### src/hw/rtl/irsbpf_pkg.sv
// types and constants shared by the ir sample byte packet framer
`timescale 1ns / 1ps

package irsbpf_pkg;

    localparam logic       OP_SAMPLE  = 1'b0;
    localparam logic       OP_TIMEOUT = 1'b1;

    localparam logic [1:0] KIND_PULSE = 2'd0;
    localparam logic [1:0] KIND_END   = 2'd1;
    localparam logic [1:0] KIND_ERROR = 2'd2;

    localparam logic [15:0] END_WIDTH = 16'hFFFF;
    localparam logic [7:0]  LONE_BYTE = 8'hFF;
    localparam logic [7:0]  GAP_RESET = 8'd8;

    typedef struct packed {
        logic       op;
        logic [7:0] byte_value;
    } t_in_item;

    typedef struct packed {
        logic [1:0]  kind;
        logic        level;
        logic [15:0] width;
        logic        first_in_packet;
    } t_out_item;

    typedef struct packed {
        logic [7:0]  held_byte;
        logic        held_byte_valid;
        logic        current_level;
        logic        packet_open;
        logic [15:0] previous_width;
        logic        previous_width_valid;
        logic        ended_on_timeout;
    } t_state;

endpackage

### src/hw/rtl/irsbpf_step.sv
// next-state and result logic for one item of the framer
`timescale 1ns / 1ps

module irsbpf_step (
    input  irsbpf_pkg::t_state    i_state,
    input  irsbpf_pkg::t_in_item  i_item,
    input  logic [7:0]            i_gap_factor,
    output irsbpf_pkg::t_state    o_state,
    output logic                  o_res_valid,
    output irsbpf_pkg::t_out_item o_res
);

    logic [15:0] w;
    logic [23:0] threshold;
    logic        lvl;
    logic        after_timeout;

    assign w         = {i_state.held_byte, i_item.byte_value};
    assign threshold = 24'(i_gap_factor) * 24'(i_state.previous_width);
    assign lvl       = !i_state.current_level;

    always_comb begin
        o_state       = i_state;
        o_res_valid   = 1'b0;
        o_res         = '0;
        after_timeout = i_state.ended_on_timeout;
        if (i_item.op == irsbpf_pkg::OP_TIMEOUT) begin
            if (i_state.packet_open) begin
                o_state.packet_open = 1'b0;
                o_res_valid         = 1'b1;
                o_res.kind          = irsbpf_pkg::KIND_END;
            end
            o_state.ended_on_timeout = 1'b1;
            if (i_state.held_byte_valid && i_state.held_byte == irsbpf_pkg::LONE_BYTE) begin
                o_state.held_byte_valid = 1'b0;
            end
        end else if (!i_state.held_byte_valid) begin
            o_state.held_byte       = i_item.byte_value;
            o_state.held_byte_valid = 1'b1;
        end else begin
            o_state.held_byte_valid  = 1'b0;
            o_state.ended_on_timeout = 1'b0;
            if (w == irsbpf_pkg::END_WIDTH) begin
                o_state.current_level = 1'b0;
                if (i_state.packet_open) begin
                    o_state.packet_open = 1'b0;
                    o_res_valid         = 1'b1;
                    o_res.kind          = irsbpf_pkg::KIND_END;
                end
            end else begin
                o_state.current_level = lvl;
                if (!lvl && (!i_state.previous_width_valid || 24'(w) > threshold)) begin
                    // gap between packets
                    if (!after_timeout) begin
                        o_res_valid = 1'b1;
                        if (!i_state.packet_open) begin
                            o_res.kind = irsbpf_pkg::KIND_ERROR;
                        end else begin
                            o_state.packet_open = 1'b0;
                            o_res.kind          = irsbpf_pkg::KIND_END;
                        end
                    end
                end else begin
                    o_state.packet_open          = 1'b1;
                    o_state.previous_width       = w;
                    o_state.previous_width_valid = 1'b1;
                    o_res_valid                  = 1'b1;
                    o_res.kind                   = irsbpf_pkg::KIND_PULSE;
                    o_res.level                  = lvl;
                    o_res.width                  = w;
                    o_res.first_in_packet        = !i_state.packet_open;
                end
            end
        end
    end

endmodule

### src/hw/rtl/ir_sample_byte_packet_framer.sv
// top level of the ir sample byte packet framer
// stages: an accepted item is held in r_in; its result enters r_out once r_out is free
// throughput: one item per cycle while the output is not stalled, bounded by the
//   combinational state update (pairing, level toggle, gap_factor x width compare)
// reset: synchronous active-low, clears all state and both stages, gap_factor to 8
`timescale 1ns / 1ps

module ir_sample_byte_packet_framer (
    input  logic                  i_clk,
    input  logic                  i_rst_n,
    input  logic                  i_in_valid,
    output logic                  o_in_stall,
    input  irsbpf_pkg::t_in_item  i_in,
    output logic                  o_out_valid,
    input  logic                  i_out_stall,
    output irsbpf_pkg::t_out_item o_out,
    input  logic                  i_cfg_we,
    input  logic [7:0]            i_cfg_data
);

    logic                  r_in_valid;
    irsbpf_pkg::t_in_item  r_in;
    logic                  r_out_valid;
    irsbpf_pkg::t_out_item r_out;
    irsbpf_pkg::t_state    r_state;
    irsbpf_pkg::t_state    n_state;
    logic [7:0]            r_gap_factor;
    logic                  n_res_valid;
    irsbpf_pkg::t_out_item n_res;
    logic                  out_free;
    logic                  advance;

    assign out_free    = !r_out_valid || !i_out_stall;
    assign advance     = r_in_valid && out_free;
    assign o_in_stall  = r_in_valid && !out_free;
    assign o_out_valid = r_out_valid;
    assign o_out       = r_out;

    irsbpf_step u_step (
        .i_state      (r_state),
        .i_item       (r_in),
        .i_gap_factor (r_gap_factor),
        .o_state      (n_state),
        .o_res_valid  (n_res_valid),
        .o_res        (n_res)
    );

    always_ff @(posedge i_clk) begin
        if (!i_rst_n) begin
            r_in_valid   <= 1'b0;
            r_out_valid  <= 1'b0;
            r_state      <= '0;
            r_gap_factor <= irsbpf_pkg::GAP_RESET;
        end else begin
            if (i_cfg_we) begin
                r_gap_factor <= i_cfg_data;
            end
            if (!o_in_stall) begin
                r_in_valid <= i_in_valid;
            end
            if (out_free) begin
                r_out_valid <= advance && n_res_valid;
            end
            if (advance) begin
                r_state <= n_state;
            end
        end
    end

    always_ff @(posedge i_clk) begin
        if (!o_in_stall) begin
            r_in <= i_in;
        end
        if (advance && n_res_valid) begin
            r_out <= n_res;
        end
    end

    a_non_pulse_clean: assert property (@(posedge i_clk) disable iff (!i_rst_n)
        o_out_valid && o_out.kind != irsbpf_pkg::KIND_PULSE
        |-> o_out.width == 16'd0 && !o_out.level && !o_out.first_in_packet)
        else $error("non-pulse result carries pulse fields");

    a_pulse_width: assert property (@(posedge i_clk) disable iff (!i_rst_n)
        o_out_valid && o_out.kind == irsbpf_pkg::KIND_PULSE
        |-> o_out.width != irsbpf_pkg::END_WIDTH)
        else $error("end marker width emitted as pulse");

    a_stall_cause: assert property (@(posedge i_clk) disable iff (!i_rst_n)
        o_in_stall |-> r_in_valid && r_out_valid)
        else $error("input stalled without a blocked result");

    a_reset_empty: assert property (@(posedge i_clk)
        $past(!i_rst_n) |-> !r_in_valid && !r_out_valid)
        else $error("stages not empty after reset");

endmodule
### config.mk
export PLATFORM = sky130hd
export DESIGN_NAME = ir_sample_byte_packet_framer
export DESIGN_NICKNAME = d
export VERILOG_FILES = /design/src/hw/rtl/irsbpf_pkg.sv /design/src/hw/rtl/irsbpf_step.sv /design/src/hw/rtl/ir_sample_byte_packet_framer.sv
export SDC_FILE = /design/constraint.sdc
export NUM_CORES = 1
export LEC_CHECK = 0
export BUFFER_PORTS_ARGS = -buffer_cell sky130_fd_sc_hd__buf_4
export CORE_MARGIN = 5
export CORE_UTILIZATION = 30
export DETAILED_ROUTE_END_ITERATION = 8
export SLEW_MARGIN = 30
export SYNTH_ARGS = -nofsm -noshare
export SYNTH_HDL_FRONTEND = slang
export SYNTH_SLANG_ARGS = --single-unit
### constraint.sdc
create_clock -name i_clk -period 15.1 [get_ports i_clk]
set_input_delay 0 -clock i_clk [delete_from_list [all_inputs] [get_ports i_clk]]
set_output_delay 0 -clock i_clk [all_outputs]
set_load 0.02 [all_outputs]
Yosys cells after proc, flatten, opt, wreduce, memory -nomap -nowiden
Cells that the tools add are included.
{"block": "totals", "elab_cells": 73, "inputBits": 22, "latch_bits": 0, "out_inout_bits": 22, "mem_bits_ro": 0, "regBits": 68, "mem_count": 0, "ram_bits": 0}
{"block": "op_classes", "n_lt_le_gt_ge": 1, "n_mux": 26, "n_bitwise": 4, "div_mod_pow": 0, "add_sub_neg": 0, "n_shift": 0, "eq_ne": 4, "n_mul": 1, "reduce_logical": 21}
{"operator": "$mux 18", "count": 2}
{"operator": "$mux 17", "count": 2}
{"operator": "$gt 16x24->1", "count": 1}
{"operator": "$mul 8x16->24", "count": 1}
{"operator": "$mux 20", "count": 1}
{"operator": "$mux 19", "count": 1}
{"operator": "$eq 16x16->1 const B", "count": 1}
{"operator": "$mux 1", "count": 14}
{"operator": "$mux 2", "count": 6}
{"operator": "$reduce_and 3->1", "count": 3}
{"operator": "$eq 8x8->1 const B", "count": 1}
{"operator": "$logic_not 1->1", "count": 6}
{"operator": "$logic_and 1x1->1", "count": 5}
{"operator": "$reduce_and 5->1", "count": 1}
{"operator": "$ne 4x3->1 const B", "count": 1}
{"operator": "$not 1->1", "count": 4}
{"operator": "$reduce_and 2->1", "count": 2}
{"operator": "$reduce_or 4->1", "count": 1}
{"operator": "$logic_or 1x1->1", "count": 2}
{"operator": "$ne 2x1->1 const B", "count": 1}
{"operator": "$reduce_bool 2->1", "count": 1}

Depth between registers and ports, before layout
{"block": "logic_depth", "word_depth": 9, "depth_mapped": 32, "ltp_nobuf": 29}

Cells and area by module
A second synthesis with hierarchy kept.
{"block": "unflattened", "hier_cells": 803, "hier_area_um2": 7648.6}
{"module": "irsbpf_step", "cells_each": 612, "instances": 1, "seq_area_each_um2": 0.0, "area_per_inst_um2": 5230.0}
{"module": "ir_sample_byte_packet_framer", "cells_each": 191, "instances": 1, "seq_area_each_um2": 1651.6, "area_per_inst_um2": 2418.6}

Worst setup path after synthesis
OpenSTA, ideal clock, no wires.
{"block": "synth_path", "path_kind": "reg-to-reg", "start": "reg r_gap_factor[7]", "end": "reg r_out (netlist bit o_out[0]), enable pin", "synth_period_minus_slack_ns": 7.469, "t_arrival_ns": 7.038, "setup_ns": 0.431, "t_required_ns": 14.669, "path_slack_ns": 7.631, "path_stages_with_launch": 28, "n_path_buf": 1, "cell_sequence": "dfxtp_1 clkbuf_1 nand2_1 fa_1 fa_1 inv_1 fa_1 inv_1 fa_1 inv_1 ha_1 nor2_1 nand3b_1 a21boi_0 o21ai_0 nand2b_1 a21oi_1 o21ai_0 xnor2_1 ha_1 nand4_1 nor2_1 a221oi_1 o211ai_1 o311ai_1 or4_4 o31ai_4 a211oi_1"}
{"block": "synth_via", "elab_chain_cells": 9}
{"element": "start, declared", "line_no": "ir_sample_byte_packet_framer.sv:27", "source": "logic [7:0] r_gap_factor;"}
{"element": "start signal, assigned", "line_no": "ir_sample_byte_packet_framer.sv:53", "source": "r_gap_factor <= irsbpf_pkg::GAP_RESET;"}
{"element": "start signal, assigned", "line_no": "ir_sample_byte_packet_framer.sv:56", "source": "r_gap_factor <= i_cfg_data;"}
{"element": "$mul 8x16->24", "line_no": "irsbpf_step.sv:19", "source": "assign threshold = 24'(i_gap_factor) * 24'(i_state.previous_width);"}
{"element": "$gt 16x24->1", "line_no": "irsbpf_step.sv:52", "source": "if (!lvl && (!i_state.previous_width_valid || 24'(w) > threshold)) begin"}
{"element": "$logic_or 1x1->1", "line_no": "irsbpf_step.sv:52"}
{"element": "$logic_and 1x1->1", "line_no": "irsbpf_step.sv:52"}
{"element": "$mux 1", "line_no": "irsbpf_step.sv:52"}
{"element": "$mux 1", "line_no": "irsbpf_step.sv:43", "source": "if (w == irsbpf_pkg::END_WIDTH) begin"}
{"element": "$mux 1", "line_no": "irsbpf_step.sv:37", "source": "end else if (!i_state.held_byte_valid) begin"}
{"element": "$mux 1", "line_no": "irsbpf_step.sv:27", "source": "if (i_item.op == irsbpf_pkg::OP_TIMEOUT) begin"}
{"element": "$logic_and 1x1->1", "line_no": "ir_sample_byte_packet_framer.sv:74", "source": "if (advance && n_res_valid) begin"}
{"element": "end signal, assigned", "line_no": "ir_sample_byte_packet_framer.sv:75", "source": "r_out <= n_res;"}
{"element": "end, declared", "line_no": "ir_sample_byte_packet_framer.sv:24", "source": "irsbpf_pkg::t_out_item r_out;"}
No other way between the ends.
A chain may end at the register's enable or synchronous reset.

Worst setup path after layout
{"block": "layout_path", "start": "reg r_gap_factor[4]", "end": "reg r_out (netlist bit o_out[4]), data pin"}
{"block": "layout_via", "elab_chain_cells": 5}
{"element": "$mul 8x16->24", "line_no": "irsbpf_step.sv:19"}
{"element": "$gt 16x24->1", "line_no": "irsbpf_step.sv:52"}
{"element": "$logic_or 1x1->1", "line_no": "irsbpf_step.sv:52"}
{"element": "$logic_and 1x1->1", "line_no": "irsbpf_step.sv:52"}
{"element": "$reduce_or 4->1 (no line)"}
No other way between the ends.

==> impl_metrics.json <==
{
  "status": "finished clean",
  "final_core_util_pct": 35.4,
  "rsz0062_at_grt": "false",
  "synth_nets": 937,
  "cp.arrival_ps": 7490,
  "syn-mean-instance-area_um2": 9.34,
  "max_stage_delay_ps": 710,
  "place_area_um2": 7830,
  "synth.area.top_cells": "fa_1 23%, edfxtp_1 12%, and2_1 11%",
  "portBuffers": 43,
  "cts_max_level": 3,
  "yosysSeqAreaShare_pct": 22.9,
  "globalRouteOverflowTotal": 0,
  "timing_hold_violations_final": 0,
  "endpoint_kind": "flop",
  "fmax_mhz": 135,
  "post-cts-setup-buffers": 0,
  "die_w_um": 165,
  "dpl.hpwl_um": 13000,
  "yosysTopAreaCellShare_pct": 23.3,
  "cpMostUsedCell": "fa_1",
  "layout.nets": 984,
  "num_io_pins": 44,
  "clock-root-buffer": "clkbuf_16",
  "syn_inst": 771,
  "hold_path_class": "in2reg",
  "period_needed_ps": 7410,
  "cts_sinks": 68,
  "via_per_inst": 4.63,
  "syn_area_um2": 7200,
  "start_util_pct": 30.6,
  "synth_common_cells": "126 x and2_1, 107 x inv_1, 84 x fa_1, 84 x nand2_1, 60 x ha_1",
  "cp_max_fo": 17,
  "drtPass1Iterations": 5,
  "grt_pass1_wl_um": 28600,
  "dieArea_um2": 27200,
  "synth_edf_count": 29,
  "synth_area_leader_cell": "fa_1",
  "startpoint_type": "flop",
  "clk_latency_ps": 330,
  "finalCritPeriodShare_pct": 49.0,
  "synth-main-ff-cell": "dfxtp_1",
  "ctsHoldBuffers": 18,
  "ys_types": 49,
  "cp.required_ps": 15190,
  "slowest_stage": "dfxtp_1",
  "final.setup.tns_ps": 0,
  "grt_pass1_vias": 5554,
  "layout-drive-gt1-share_pct": 8.87,
  "cts_buffers": 9,
  "irDropWorstVdd_mv": 0.0567,
  "maxCapViolCount": 0,
  "cts_tree": "yes",
  "synthArstFlopShare_pct": 0,
  "antenna_found_initial": 0,
  "slew-limit-headroom_pct": 57.0,
  "vias": 5290,
  "die_h_um": 165,
  "setup-violations-final": 0,
  "p_leak_nw": 3.87,
  "rows": 56,
  "wl_per_cell_um": 14.8,
  "ant_nets": 0,
  "yosysMostFrequentCell": "and2_1",
  "criticalPathCategory": "reg2reg",
  "worstMarginPinSlew_ps": 644,
  "slew_violations": 0,
  "drt-total-wl_um": 16800,
  "grt_max_degree": 57,
  "ys_warn_count": 0,
  "fin_area_um2": 8330,
  "powerDensity_nw_per_um2": 55.4,
  "cts_resized": 0,
  "core_area_um2": 23500,
  "drcViolationCount": 0,
  "drt_iter0_markers": 303,
  "cts.clk_slew.worst_paths_ps": 60,
  "diodes": 0,
  "finClkSkew_ps": 6.41,
  "max-clock-path-buffers": 2,
  "gp_congestion": 0.853,
  "area_delta_synth_final_pct": 15.6,
  "ys_ff_latch": 68,
  "grt_use_total_pct": 13.1
}
-- worst paths after layout --
check / endpoint / start / cells past startpoint / slack (ps)
worst max-delay path: o_out[4] / r_gap_factor[4] / 26 / 7690
worst min-delay path: r_gap_factor[3] / i_cfg_we / 3 / 10
worst max register to register: o_out[4] / r_gap_factor[4] / 26 / 7690
worst min register to register: r_state[18] / r_state[18] / 2 / 520
-- cells in the final DEF, fill, tap and decap left out, drive strengths merged, types with 8 or more instances in the layout --
master,synthesis,final
fa,84,84
clkbuf,23,13
nand4,12,12
dlygate4sd3,0,18
edfxtp,29,29
a21oi,32,32
dfxtp,39,39
xnor2,9,9
o21ai,24,24
inv,107,108
nor2,18,18
o211ai,8,8
buf,4,45
and2,126,126
ha,60,60
nor2b,20,20
mux2i,32,32
nand2,86,86
-- cell type report --
cell class	instances	area (µm²)
tap	319	399
clock inverter	3	25.0
timing repair buffer	63	518
sequential	68	1650
multi-input combinational	569	5040
fill	2426	15200
inverter	107	402
clock buffer	13	292
-- power breakdown --
| part | switching (mW) | total [mW] | leakage (nW) | internal (mW) |
|---|---|---|---|---|
| Sequential | 0.0108 | 0.207 | 0.598 | 0.196 |
| Combinational | 0.0173 | 0.0358 | 3.12 | 0.0185 |
| Clock | 0.0830 | 0.219 | 0.154 | 0.136 |
-- worst max-delay path, delay by kind of cell, from the launching register on --
kind                       cells  cell delay, ps
AOI/OAI and AO/OA              9            1940
xor gates and xnor gates       1             150
adders and majority gates      6            2730
buffers and inverters          3             150
DFF                            1             710
and+or+nand+nor                7            1470
-- per-layer routing --
layer,share of wire [%],vias to the layer above,track usage (%)
li1,-,2602,-
met1,43,2598,16.4
met2,53,71,24.1
met3,1.9,19,1.42
met4,1.7,0,3.48
met5,0,-,0
-- through the flow --
| step | total power, mW | instances | hold slack (ps) | setup WS [ps] |
|---|---|---|---|---|
| after floorplan | 0.228 | 771 | 98.9 | 7630 |
| after global placement | 0.243 | 1108 | 179 | 7670 |
| after detailed placement | 0.243 | 1108 | 180 | 7550 |
| after CTS | 0.466 | 1142 | 5.86 | 7510 |
| after global routing | 0.478 | 1142 | 39.3 | 7120 |
| final | 0.462 | 1142 | 11.3 | 7690 |
-- registers in the layout, indices dropped and copies added, names as in the netlist --
name          cells
o_out            20
r_in_valid        1
r_in              9
o_out_valid       1
r_gap_factor      8
r_state          29
-- cell families after synthesis --
kind of cell | after synthesis | synth area share [%]
muxes | 32 | 4.45
adders and majority gates | 144 | 33.8
AOI/OAI and AO/OA | 96 | 8.77
DFF | 68 | 22.9
and+or+nand+nor | 281 | 20.9
xor gates and xnor gates | 16 | 1.95
buffers and inverters | 134 | 7.22
Note: power is estimated with default switching activity, not from simulation.
